$ cat src/hdl/u8u16_pkg.sv
// Package for the UTF-8 to UTF-16 transcoder.
// Holds the decode action codes, the decoder result struct and the UTF-16 constants.
// No dependencies.
package u8u16_pkg;

  typedef logic [1:0] act_kind_t;

  localparam act_kind_t ACT_UNIT = 2'd0;  // one code unit
  localparam act_kind_t ACT_PAIR = 2'd1;  // surrogate pair
  localparam act_kind_t ACT_HOLD = 2'd2;  // keep bytes for the next beat

  localparam logic [15:0] SURR_HI_BASE = 16'hD800;
  localparam logic [15:0] SURR_LO_BASE = 16'hDC00;
  localparam logic [15:0] REPLACEMENT  = 16'hFFFD;
  localparam logic [20:0] SUPP_BASE    = 21'h010000;
  localparam logic [20:0] BMP_MAX      = 21'h00FFFF;
  localparam logic [20:0] CODE_MAX     = 21'h10FFFF;

  typedef struct packed {
    act_kind_t   kind;
    logic [15:0] unit_hi;   // single unit, or high surrogate
    logic [15:0] unit_lo;   // low surrogate
    logic [2:0]  nbytes;    // bytes of the character
    logic [2:0]  adv;       // bytes consumed by this action
  } dec_res_t;

endpackage

$ cat src/hdl/u8u16_byte_if.sv
// Byte channel of the transcoder: valid/ready plus one UTF-8 byte and its end-of-text mark.
// No dependencies.
interface u8u16_byte_if;
  logic       valid;
  logic       ready;
  logic [7:0] data_byte;
  logic       end_of_text;

  modport source (output valid, data_byte, end_of_text, input ready);
  modport sink   (input valid, data_byte, end_of_text, output ready);
endinterface

$ cat src/hdl/u8u16_unit_if.sv
// Code unit channel of the transcoder: valid/ready plus one UTF-16 unit and its tags.
// No dependencies.
interface u8u16_unit_if;
  logic        valid;
  logic        ready;
  logic [15:0] code_unit;
  logic [2:0]  char_bytes;
  logic        last_of_run;

  modport source (output valid, code_unit, char_bytes, last_of_run, input ready);
  modport sink   (input valid, code_unit, char_bytes, last_of_run, output ready);
endinterface

$ cat src/hdl/u8u16_decode.sv
// Shared decode unit: classifies the byte window at the current position and
// builds the code point, the unit(s) and the byte count. Depends on u8u16_pkg.
module u8u16_decode import u8u16_pkg::*; (
  input  logic [3:0][7:0] win,
  input  logic [2:0]      avail,
  input  logic            eot,
  output dec_res_t        res
);

  always_comb begin
    logic [7:0]  lead;
    logic [2:0]  need;
    logic [2:0]  len;
    logic        single;
    logic        bad;
    logic [20:0] cp;
    logic [20:0] v;

    lead   = win[0];
    single = (lead < 8'hC0) || (lead >= 8'hF8);
    if (lead >= 8'hF0) begin
      need = 3'd4;
    end else if (lead >= 8'hE0) begin
      need = 3'd3;
    end else begin
      need = 3'd2;
    end
    bad = ((avail > 3'd1) && (win[1][7:6] != 2'b10)) ||
          ((need > 3'd2) && (avail > 3'd2) && (win[2][7:6] != 2'b10)) ||
          ((need > 3'd3) && (avail > 3'd3) && (win[3][7:6] != 2'b10));

    if (single || bad) begin
      len = 3'd1;
    end else if (avail >= need) begin
      len = need;
    end else begin
      len = avail;
    end

    case (len)
      3'd2:    cp = {10'd0, lead[4:0], win[1][5:0]};
      3'd3:    cp = {5'd0, lead[3:0], win[1][5:0], win[2][5:0]};
      3'd4:    cp = {lead[2:0], win[1][5:0], win[2][5:0], win[3][5:0]};
      default: cp = {13'd0, lead};
    endcase
    v = cp - SUPP_BASE;

    res.kind    = ACT_UNIT;
    res.unit_hi = cp[15:0];
    res.unit_lo = SURR_LO_BASE | {6'd0, v[9:0]};
    res.nbytes  = len;
    res.adv     = len;

    if (!single && !bad && (avail < need) && !eot) begin
      // incomplete sequence: park it
      res.kind = ACT_HOLD;
      res.adv  = avail;
    end else if (cp > CODE_MAX) begin
      res.unit_hi = REPLACEMENT;
    end else if (cp > BMP_MAX) begin
      res.kind    = ACT_PAIR;
      res.unit_hi = SURR_HI_BASE | {6'd0, v[19:10]};
    end
  end

endmodule

$ cat src/hdl/utf8_to_utf16_transcoder.sv
// Top level of the UTF-8 to UTF-16 transcoder: byte buffer, sequencer, unit staging
// and output register. Depends on u8u16_pkg, u8u16_byte_if, u8u16_unit_if, u8u16_decode.
// Flow: a byte whose beat yields a single unit and nothing else is buffered, decoded and written
//   straight to the output register; otherwise each unit is staged until the next action is decoded.
// A new byte is only taken in idle, once all units of the last byte are decoded. The shared
//   decode unit handles one action (unit, surrogate half or hold) per cycle while the output
//   register can accept a unit; a stall on the unit channel holds it.
// Reset: clears the sequencer, pending count, staging and output valid; held bytes keep
//   whatever they had and are only read after being written.
module utf8_to_utf16_transcoder import u8u16_pkg::*; (
  input logic          clk,
  input logic          rst,
  u8u16_byte_if.sink   bytes,
  u8u16_unit_if.source units
);

  localparam logic ST_IDLE = 1'b0;
  localparam logic ST_RUN  = 1'b1;

  logic            state;
  logic [3:0][7:0] seq_bytes;   // held bytes plus the new byte
  logic [2:0]      cnt;         // bytes in seq_bytes (held count when idle)
  logic [2:0]      pos;         // decode position
  logic            eot;
  logic            half;        // high surrogate already sent

  // one-unit staging so the final unit of a beat can be tagged
  logic            pend_valid;
  logic [15:0]     pend_unit;
  logic [2:0]      pend_bytes;

  logic            out_valid;
  logic [15:0]     out_unit;
  logic [2:0]      out_bytes;
  logic            out_last;

  logic [3:0][7:0] win;
  logic [2:0]      avail;
  dec_res_t        dec;
  logic            can_push;
  logic            fin;
  logic [15:0]     cur_unit;
  logic [2:0]      pos_adv;

  // Window of bytes starting at the decode position; out-of-range slots read zero.
  always_comb begin
    for (int i = 0; i < 4; i++) begin
      logic [2:0] idx;
      idx = pos + 3'(i);
      win[i] = idx[2] ? 8'h00 : seq_bytes[idx[1:0]];
    end
  end

  assign avail = cnt - pos;

  u8u16_decode u_decode (
    .win   (win),
    .avail (avail),
    .eot   (eot),
    .res   (dec)
  );

  assign can_push = !out_valid || units.ready;
  assign cur_unit = half ? dec.unit_lo : dec.unit_hi;
  assign pos_adv  = pos + dec.adv;
  // this action ends the beat's work
  assign fin      = (pos_adv == cnt) && ((dec.kind == ACT_UNIT) || half);

  assign bytes.ready       = (state == ST_IDLE);
  assign units.valid       = out_valid;
  assign units.code_unit   = out_unit;
  assign units.char_bytes  = out_bytes;
  assign units.last_of_run = out_last;

  always_ff @(posedge clk) begin
    if (rst) begin
      state      <= ST_IDLE;
      cnt        <= '0;
      pos        <= '0;
      half       <= 1'b0;
      pend_valid <= 1'b0;
      out_valid  <= 1'b0;
    end else begin
      if (units.ready) begin
        out_valid <= 1'b0;
      end
      unique case (state)
        ST_IDLE: begin
          // append the new byte behind any held bytes
          if (bytes.valid) begin
            seq_bytes[cnt[1:0]] <= bytes.data_byte;
            cnt   <= cnt + 3'd1;
            pos   <= '0;
            eot   <= bytes.end_of_text;
            state <= ST_RUN;
          end
        end
        ST_RUN: begin
          if (can_push) begin
            if (pos == cnt) begin
              // drain the staged unit as the last of the beat
              out_valid  <= 1'b1;
              out_unit   <= pend_unit;
              out_bytes  <= pend_bytes;
              out_last   <= 1'b1;
              pend_valid <= 1'b0;
              cnt        <= '0;
              state      <= ST_IDLE;
            end else if (dec.kind == ACT_HOLD) begin
              // park the partial sequence at the front of the buffer
              if (pend_valid) begin
                out_valid <= 1'b1;
                out_unit  <= pend_unit;
                out_bytes <= pend_bytes;
                out_last  <= 1'b1;
              end
              pend_valid <= 1'b0;
              for (int i = 0; i < 3; i++) begin
                seq_bytes[i] <= win[i];
              end
              cnt   <= avail;
              state <= ST_IDLE;
            end else begin
              if (pend_valid) begin
                out_valid <= 1'b1;
                out_unit  <= pend_unit;
                out_bytes <= pend_bytes;
                out_last  <= 1'b0;
              end
              if (fin && !pend_valid) begin
                // known final unit with nothing staged: send it directly
                out_valid  <= 1'b1;
                out_unit   <= cur_unit;
                out_bytes  <= dec.nbytes;
                out_last   <= 1'b1;
                cnt        <= '0;
                state      <= ST_IDLE;
              end else begin
                pend_valid <= 1'b1;
                pend_unit  <= cur_unit;
                pend_bytes <= dec.nbytes;
              end
              if ((dec.kind == ACT_PAIR) && !half) begin
                half <= 1'b1;
              end else begin
                half <= 1'b0;
                pos  <= pos_adv;
              end
            end
          end
        end
        default: state <= ST_IDLE;
      endcase
    end
  end

  // Idle leaves nothing staged and at most three held bytes.
  a_idle_clean: assert property (@(posedge clk) disable iff (rst)
    (state == ST_IDLE) |-> (!pend_valid && !half && (cnt <= 3'd3)))
    else $error("idle with staged unit or bad held count");

  // A pending low surrogate only exists while the window still decodes to a pair.
  a_half_pair: assert property (@(posedge clk) disable iff (rst)
    half |-> (state == ST_RUN) && (dec.kind == ACT_PAIR))
    else $error("surrogate half flag without a pair");

  // While running, either bytes remain or a staged unit waits to drain.
  a_run_work: assert property (@(posedge clk) disable iff (rst)
    (state == ST_RUN) |-> ((pos < cnt) || pend_valid))
    else $error("running with no work left");

  // Every unit carries a byte count of one to four.
  a_bytes_range: assert property (@(posedge clk) disable iff (rst)
    out_valid |-> ((out_bytes != 3'd0) && (out_bytes <= 3'd4)))
    else $error("char_bytes out of range");

  // A beat is only taken while nothing is staged.
  a_accept_empty: assert property (@(posedge clk) disable iff (rst)
    (bytes.valid && bytes.ready) |=> (state == ST_RUN) && !pend_valid && (pos == 3'd0))
    else $error("beat accepted with stale state");

endmodule
$ cat src/flat_wrapper.sv
// flat-port wrapper written by rule: the top's interface ports become plain ports
module utf8_to_utf16_transcoder_flat import u8u16_pkg::*;
  (clk, rst, bytes_valid, bytes_data_byte, bytes_end_of_text, bytes_ready, units_valid, units_code_unit, units_char_bytes, units_last_of_run, units_ready);
  u8u16_byte_if bytes_i ();
  u8u16_unit_if units_i ();
  input logic clk;
  input logic rst;
  input wire logic [$bits(bytes_i.valid)-1:0] bytes_valid;
  input wire logic [$bits(bytes_i.data_byte)-1:0] bytes_data_byte;
  input wire logic [$bits(bytes_i.end_of_text)-1:0] bytes_end_of_text;
  output wire logic [$bits(bytes_i.ready)-1:0] bytes_ready;
  output wire logic [$bits(units_i.valid)-1:0] units_valid;
  output wire logic [$bits(units_i.code_unit)-1:0] units_code_unit;
  output wire logic [$bits(units_i.char_bytes)-1:0] units_char_bytes;
  output wire logic [$bits(units_i.last_of_run)-1:0] units_last_of_run;
  input wire logic [$bits(units_i.ready)-1:0] units_ready;
  assign bytes_i.valid = bytes_valid;
  assign bytes_i.data_byte = bytes_data_byte;
  assign bytes_i.end_of_text = bytes_end_of_text;
  assign bytes_ready = bytes_i.ready;
  assign units_valid = units_i.valid;
  assign units_code_unit = units_i.code_unit;
  assign units_char_bytes = units_i.char_bytes;
  assign units_last_of_run = units_i.last_of_run;
  assign units_i.ready = units_ready;
  utf8_to_utf16_transcoder u_core (.clk(clk), .rst(rst), .bytes(bytes_i), .units(units_i));
endmodule
$ cat config.mk
export PLATFORM = sky130hd
export DESIGN_NAME = utf8_to_utf16_transcoder_flat
export DESIGN_NICKNAME = d
export VERILOG_FILES = /design/src/hdl/u8u16_pkg.sv /design/src/hdl/u8u16_byte_if.sv /design/src/hdl/u8u16_unit_if.sv /design/src/hdl/u8u16_decode.sv /design/src/hdl/utf8_to_utf16_transcoder.sv /design/src/flat_wrapper.sv
export SDC_FILE = /design/constraint.sdc
export NUM_CORES = 1
export LEC_CHECK = 0
export BUFFER_PORTS_ARGS = -buffer_cell sky130_fd_sc_hd__clkbuf_2
export CORE_UTILIZATION = 67
export DETAILED_ROUTE_END_ITERATION = 6
export PLACE_DENSITY = 0.85
export SETUP_SLACK_MARGIN = 0.4
export SYNTH_ARGS = -nofsm -noshare
export SYNTH_HDL_FRONTEND = slang
export SYNTH_SLANG_ARGS = --single-unit
$ cat constraint.sdc
create_clock -name clk -period 17.1 [get_ports clk]
set_input_delay 3.42 -clock clk [delete_from_list [all_inputs] [get_ports clk]]
set_output_delay 3.42 -clock clk [all_outputs]
set_load 0.005 [all_outputs]
==> Yosys cells after proc, flatten, opt, wreduce, memory -nomap -nowiden <==
Index checks and enable logic that the tools add are counted.
Widths: inputs -> output; s select.
{ "word_totals": {"input_bits": 13, "elab_cells": 174, "regBits": 82} }
{ "op_classes": {"n_bitwise": 5, "n_eq_ne": 19, "add_sub_neg": 7, "mux": 73, "order_cmp": 19, "n_reduce_logical": 35} }
{ "op_table": {"columns": ["op", "n"], "rows": [
  ["$mux 16", 7],
  ["$mux 24", 4],
  ["$mux 8", 9],
  ["$bmux 8 s2", 4],
  ["$pmux 21 s3", 1],
  ["$mux 3", 18],
  ["$pmux 24 s2", 1],
  ["$bwmux 32", 1],
  ["$ge 8x8->1 const B", 3],
  ["$mux 1", 22],
  ["$gt 21x16->1 const B", 1],
  ["$gt 21x21->1 const B", 1],
  ["$sub 20x17->20 const B", 1],
  ["$ne 2x2->1 const B", 9],
  ["$mux 17", 1],
  ["$demux 8 s2", 1],
  ["$lt 2x3->1 const B", 5],
  ["$reduce_and 5->1", 3],
  ["$gt 3x2->1 const B", 4],
  ["$logic_and 1x1->1", 12],
  ["$pmux 3 s2", 2],
  ["$reduce_and 3->1", 4],
  ["$lt 8x8->1 const B", 1],
  ["$add 3x1->3 const B", 2],
  ["other kinds (23)", 41]
]} }

==> Longest topological paths before layout <==
{ "depth": {"word_depth": 28, "mapped_depth": 27, "ltp_nobuf": 23} }

==> By module <==
A second synthesis with hierarchy kept.
{ "hier_totals": {"cells_unflattened": 635, "area_unflattened_um2": 6437.4} }
{ "modules_own_cells": {"columns": ["module", "area_each_um2", "instances", "cells_each"], "rows": [
  ["utf8_to_utf16_transcoder", 4875.9, 1, 401],
  ["u8u16_decode", 1561.5, 1, 234]
]} }

==> Worst setup path before layout <==
OpenSTA, ideal clock, no wires.
{ "synth_path": {"path_type": "reg-to-reg", "start": "register u_core.pos[0]", "end": "register u_core.pend_bytes[0] (enable)", "stages_incl_launch_ff": 25, "synth_period_minus_slack_ns": 6.226, "path_slack_ns": 10.874, "t_arrival_ns": 5.807, "path_buffers": 5, "required_time_ns": 16.681, "cell_sequence": "dfxtp_1 > buf_4 > buf_6 > buf_8 > mux2i_1 > or3_4 > a211oi_4 > inv_2 > ha_1 > a31oi_1 > a31o_1 > o211a_1 > buf_2 > clkbuf_1 > nor3_1 > mux2i_1 > ha_1 > inv_1 > fa_1 > xor2_1 > xnor2_1 > nor4_1 > nor2_1 > o21ai_1 > nor3_1"} }
{ "synth_via": {"elab_chain_len": 25, "word_cells_on_any_way": 70, "classes_between": "5 x add/sub; 13 x order compare; 9 x eq/ne; 21 x mux; 3 x bitwise; 19 x reduce/logical"} }
{ "synth_rtl": {"columns": ["item", "line_no", "rtl"], "rows": [
  ["from (decl)", "utf8_to_utf16_transcoder.sv:23", "logic [2:0] pos;"],
  ["from (signal assigned)", "utf8_to_utf16_transcoder.sv:147", "pos <= pos_adv;"],
  ["$bmux 8 s2", "utf8_to_utf16_transcoder.sv:50", "win[i] = idx[2] ? 8'h00 : seq_bytes[idx[1:0]];"],
  ["$mux 8 (not written as such)", "utf8_to_utf16_transcoder.sv:50", null],
  ["$mux 8", "utf8_to_utf16_transcoder.sv:50", null],
  ["$ge 8x8->1", "u8u16_decode.sv:23", "end else if (lead >= 8'hE0) begin"],
  ["$mux 1", "u8u16_decode.sv:23", null],
  ["$mux 3", "u8u16_decode.sv:21", "if (lead >= 8'hF0) begin"],
  ["$gt 3x2->1", "u8u16_decode.sv:29", "((need > 3'd2) && (avail > 3'd2) && (win[2][7:6] != 2'b10)) ||"],
  ["$logic_and 1x1->1 (2 in a row)", "u8u16_decode.sv:29", null],
  ["[8 not listed]", null, null],
  ["$mux 1", "u8u16_decode.sv:58", "end else if (cp > CODE_MAX) begin"],
  ["$mux 2", "u8u16_decode.sv:54", "if (!single && !bad && (avail < need) && !eot) begin"],
  ["$logic_not 2->1", "utf8_to_utf16_transcoder.sv:67", "assign fin = (pos_adv == cnt) && ((dec.kind == ACT_UNIT) || half);"],
  ["$logic_or 1x1->1", "utf8_to_utf16_transcoder.sv:67", null],
  ["$logic_and 1x1->1", "utf8_to_utf16_transcoder.sv:67", null],
  ["$logic_and 1x1->1", "utf8_to_utf16_transcoder.sv:130", "if (fin && !pend_valid) begin"],
  ["$not 1->1 (no source line)", null, null],
  ["$reduce_and 6->1 (no source line) (*)", null, null],
  ["to (signal assigned)", "utf8_to_utf16_transcoder.sv:141", "pend_bytes <= dec.nbytes;"],
  ["to (decl)", "utf8_to_utf16_transcoder.sv:30", "logic [2:0] pend_bytes;"]
]} }
Every way passes the cells marked *; elsewhere a longest branch is shown, timed or not. The select of a mux whose other input is x is not followed.
A chain may end at the register's enable or synchronous reset.

==> Worst setup path after layout <==
{ "layout_path": {"start": "register u_core.pos[2]", "end": "register u_core.out_unit[1], in the netlist u_core.units.code_unit[1] (data pin)"} }
{ "layout_via": {"elab_chain_len": 24, "word_cells_on_any_way": 65, "classes_between": "6 x add/sub; 13 x order compare; 9 x eq/ne; 19 x mux; 18 x reduce/logical"} }
{ "layout_rtl": {"columns": ["item", "line_no", "rtl"], "rows": [
  ["$mux 8", "utf8_to_utf16_transcoder.sv:50", null],
  ["$ge 8x8->1", "u8u16_decode.sv:23", null],
  ["$mux 1", "u8u16_decode.sv:23", null],
  ["$mux 3", "u8u16_decode.sv:21", null],
  ["$gt 3x2->1", "u8u16_decode.sv:29", null],
  ["$logic_and 1x1->1 (2 in a row)", "u8u16_decode.sv:29", null],
  ["$logic_or 1x1->1", "u8u16_decode.sv:28", "bad = ((avail > 3'd1) && (win[1][7:6] != 2'b10)) ||"],
  ["$logic_or 1x1->1", "u8u16_decode.sv:29", null],
  ["[7 not listed]", null, null],
  ["$mux 2", "u8u16_decode.sv:54", null],
  ["$logic_not 2->1", "utf8_to_utf16_transcoder.sv:67", null],
  ["$logic_or 1x1->1", "utf8_to_utf16_transcoder.sv:67", null],
  ["$logic_and 1x1->1", "utf8_to_utf16_transcoder.sv:67", null],
  ["$logic_and 1x1->1", "utf8_to_utf16_transcoder.sv:130", null],
  ["$mux 16", "utf8_to_utf16_transcoder.sv:130", null],
  ["$mux 16", "utf8_to_utf16_transcoder.sv:109", "end else if (dec.kind == ACT_HOLD) begin"],
  ["$mux 16 (*)", "utf8_to_utf16_transcoder.sv:100", "if (pos == cnt) begin"],
  ["to (signal assigned)", "utf8_to_utf16_transcoder.sv:103", "out_unit <= pend_unit;"],
  ["to (signal assigned)", "utf8_to_utf16_transcoder.sv:113", "out_unit <= pend_unit;"],
  ["to (signal assigned)", "utf8_to_utf16_transcoder.sv:133", "out_unit <= cur_unit;"],
  ["to (decl)", "utf8_to_utf16_transcoder.sv:33", "logic [15:0] out_unit;"]
]} }
Every way passes the cells marked *; elsewhere a longest branch is shown, timed or not.

==> out/results.md <==
| Result | Reported |
| --- | --- |
| Post CTS Setup Buffer Count | 0 |
| Net count after synthesis | 628 |
| Tightest Pin Transition | 1170 ps |
| Number of synthesized flops with an enable pin | 72 |
| Final sum of negative setup slack | 0 ps |
| Via count of the first global-routing pass | 5158 |
| Longest individual stage delay on the worst path | 820 ps |
| Deepest level of the CTS H-tree | 3 |
| Cell with the largest stage delay on the worst path | dfxtp_1 |
| Overall track demand over capacity in global routing | 0.379 |
| Clock transition at the registers of the reported paths | 90 ps |
| Via/cell ratio | 7.50 |
| Leakage power | 2.23 nW |
| Clock insertion delay at the later pin of the skew report | 380 ps |
| Final-report setup violation count | 0 |
| CTS tree | done |
| Layout cell share with drive strength beyond 1 | 0.162 |
| Post-synthesis register bit count | 82 |
| Cells after synthesis | 600 |
| Area taken by multi-input logic gates | 3490 um^2 |
| Die Footprint | 9560 um^2 |
| Post-route clock skew | 19.2 ps |
| Starting Density | 0.698 |
| Number of fillers in the final layout | 636 |
| Pwr Density | 141 nW/um^2 |
| Max rail drop VDD | 0.0942 mV |
| Cells traversed along the worst timing path | or2_1 -> o22ai_2 -> nand3_1 -> nor2_1 -> ha_1 -> nand2b_1 -> o21a_1 -> o21ai_1 -> o211ai_1 -> and2_4 -> o2bb2ai_1 -> o2111ai_1 -> and2_4 -> or4_4 -> mux2i_1 -> a31oi_1 -> buf_4 -> or4_1 -> o211a_1 |
| Post-route design area | 6510 um^2 |
| Antenna violation net count after detailed routing | 0 |
| Total wire length after detailed routing | 17.4 mm |
| Syn Area/Cell | 10.2 um^2 |
| Total grt overflow | 0 |
| Horiz. Die Dim | 97.8 um |
| Hold-fix buffer count after cts | 0 |
| Buffers plus inverters on the worst setup path | 1 |
| Routability Congestion | 1.01 |
| Proportion of synthesized flip-flops having asynchronous set or reset | 0 |
| Category of the worst setup path launch point | flip-flop |
| Violated checks | DRC |
| Number of iterations in the first detailed-routing pass | 7 |
| Classification of the worst setup path | reg2reg |
| Register area | 2360 um^2 |
| Most common library cell in the layout ignoring fill and taps | edfxtp_1 |
| Hold crit path type | reg2reg |
| Worst EP required | 17230 ps |
| Final period utilization | 0.413 |
| Critical path's most frequent cell | and2_4 |
| Pin count of the biggest net entering global routing | 47 |
| Maximum buffer depth of the clock tree | 2 |
| Sort of element at the end of the critical path | flip-flop |
| CTS Root Buffer Type | clkbuf_8 |
| Cell row count | 34 |
| Commonest register cell after synthesis | edfxtp_1 |
| Routed via count | 5449 |
| Total CTS buffers | 9 |
| Final net count | 642 |
| Max Cap Viol | 0 |
| Outcome | finished with violations |
| Final Slew Violations | 0 |
| Die outline height | 97.8 um |
| Slew HR | 0.220 |
| Fmax achieved | 142 MHz |
| Kind of cell adding the most delay to the critical path | simple AND/OR/NAND/NOR gates |
| Total standard cell area after synthesis | 6140 um^2 |
| Final-report hold violation count | 0 |
| Placed wire-length estimate after detailed placement | 12.6 mm |
| Syn. warnings | 0 |
| RSZ-0062 raised after global routing | no |
| Remaining DRCs | 2 |
| Input/output buffers | 34 |
| Syn-to-layout area delta | 6.03% |
| DP Area | 6310 um^2 |
| Final min period | 7060 ps |
| Wire per inst | 23.9 um |
| Sinks on the clock net | 82 |
| Post-cts gate resize count | 0 |
| Core region area | 8810 um^2 |
| Initial antenna violation count | 0 |
| Arrival @ worst endpoint | 7200 ps |
| Share of the yosys chip area belonging to registers | 0.385 |
| Top library cells by usage in the layout, fill and taps aside | edfxtp_1, nand2_1, nor2_1 |
| Unique cell type count in the Yosys netlist | 93 |
| Initial detailed-routing violation count | 661 |
| Ports | 35 |
| Wire length of the first global-routing pass | 27.8 mm |
| # diodes | 0 |
| Maximum fanout encountered on the critical timing path | 20 |
[synthesized netlist by cell type, drive strengths merged, types with 5 or more instances]
cell type	number	share of area
inv	22	0.013
a211oi	12	0.018
mux4	16	0.059
o21ai	27	0.022
o21ba	5	0.0081
ha	13	0.026
or3	12	0.013
xnor2	8	0.014
nor3	16	0.013
mux2i	27	0.044
a21oi	20	0.016
nor2	37	0.023
buf	24	0.024
dfxtp	10	0.033
clkbuf	16	0.0098
edfxtp	72	0.35
nand2	51	0.032
o21a	7	0.0086
nor2b	7	0.0071
nand2b	11	0.012
o2bb2ai	6	0.011
o22ai	20	0.023
a22o	13	0.019
nand3	20	0.016
and2	13	0.014
a31oi	5	0.0051
o211ai	10	0.012
[layout make-up]
| class | count | area share |
|---|---|---|
| clock buffer | 9 | 0.0190 |
| clock inverter | 7 | 0.0117 |
| inverter | 22 | 0.0127 |
| multi-input combinational | 456 | 0.536 |
| sequential | 82 | 0.363 |
| tap | 108 | 0.0207 |
| timing repair buffer | 43 | 0.0365 |
[worst paths after layout]
check / from / end / slack (ps) / depth (start not counted)
max reg2reg: u_core.pos[2] / u_core.units.code_unit[1] / 10040 / 19
max: u_core.pos[2] / u_core.units.code_unit[1] / 10040 / 19
min: u_core.units.valid / u_core.units.valid / 540 / 2
min reg2reg: u_core.units.valid / u_core.units.valid / 540 / 2
[kinds of logic (layout without fill, tap and decap cells)]
kind of cell	count (synthesis)	in the layout	share of synthesized area
buf+inv	62	81	0.0475
compound gates	183	183	0.232
mux	47	47	0.110
simple gates	199	199	0.173
flops	82	82	0.385
xor+xnor	11	11	0.0181
fa+ha+maj	16	16	0.0346
[tightest hold or removal path, delay by kind of cell, from the launching register on]
family,cells,cell delay (ps)
AO/OA/AOI/OAI,1,70
flip-flops,1,330
AND/OR/NAND/NOR,1,100
[registers in the layout, indices dropped and copies added (netlist names)]
name / flops
u_core.units.valid: 1
u_core.eot: 1
u_core.pend_valid: 1
u_core.units.last_of_run: 1
u_core.pend_bytes: 3
u_core.pos: 3
u_core.seq_bytes: 32
u_core.pend_unit: 16
u_core.cnt: 3
u_core.units.code_unit: 16
u_core.state: 1
u_core.half: 1
u_core.units.char_bytes: 3
[where the power goes]
part / switching, mW / total (mW) / internal [mW]
sequential: 0.0197 / 0.286 / 0.266
combinational: 0.305 / 0.484 / 0.179
clock: 0.0825 / 0.151 / 0.0689
[per-layer routing]
metal | part of all wire | routed length (um) | vias up | GRT usage
li1 | - | - | 2385 | -
met1 | 0.40 | 6880 | 2594 | 0.534
met2 | 0.45 | 7840 | 417 | 0.574
met3 | 0.13 | 2180 | 53 | 0.0938
met4 | 0.027 | 464 | 0 | 0.136
met5 | 0 | 0 | - | 0
[through the flow]
stage / power (mW) / std cells / setup slack (ps) / utilization / hold WS, ps
after detailed placement: 0.757 / 711 / 10250 / 0.717 / 525
final: 0.921 / 727 / 10040 / 0.740 / 540
after CTS: 0.907 / 727 / 10240 / 0.740 / 540
after global placement: 0.741 / 711 / 10420 / 0.717 / 507
after global routing: 0.966 / 727 / 9590 / 0.740 / 603
after floorplan: 0.637 / 600 / 10870 / - / 502
(Power assumes the default switching activity.)
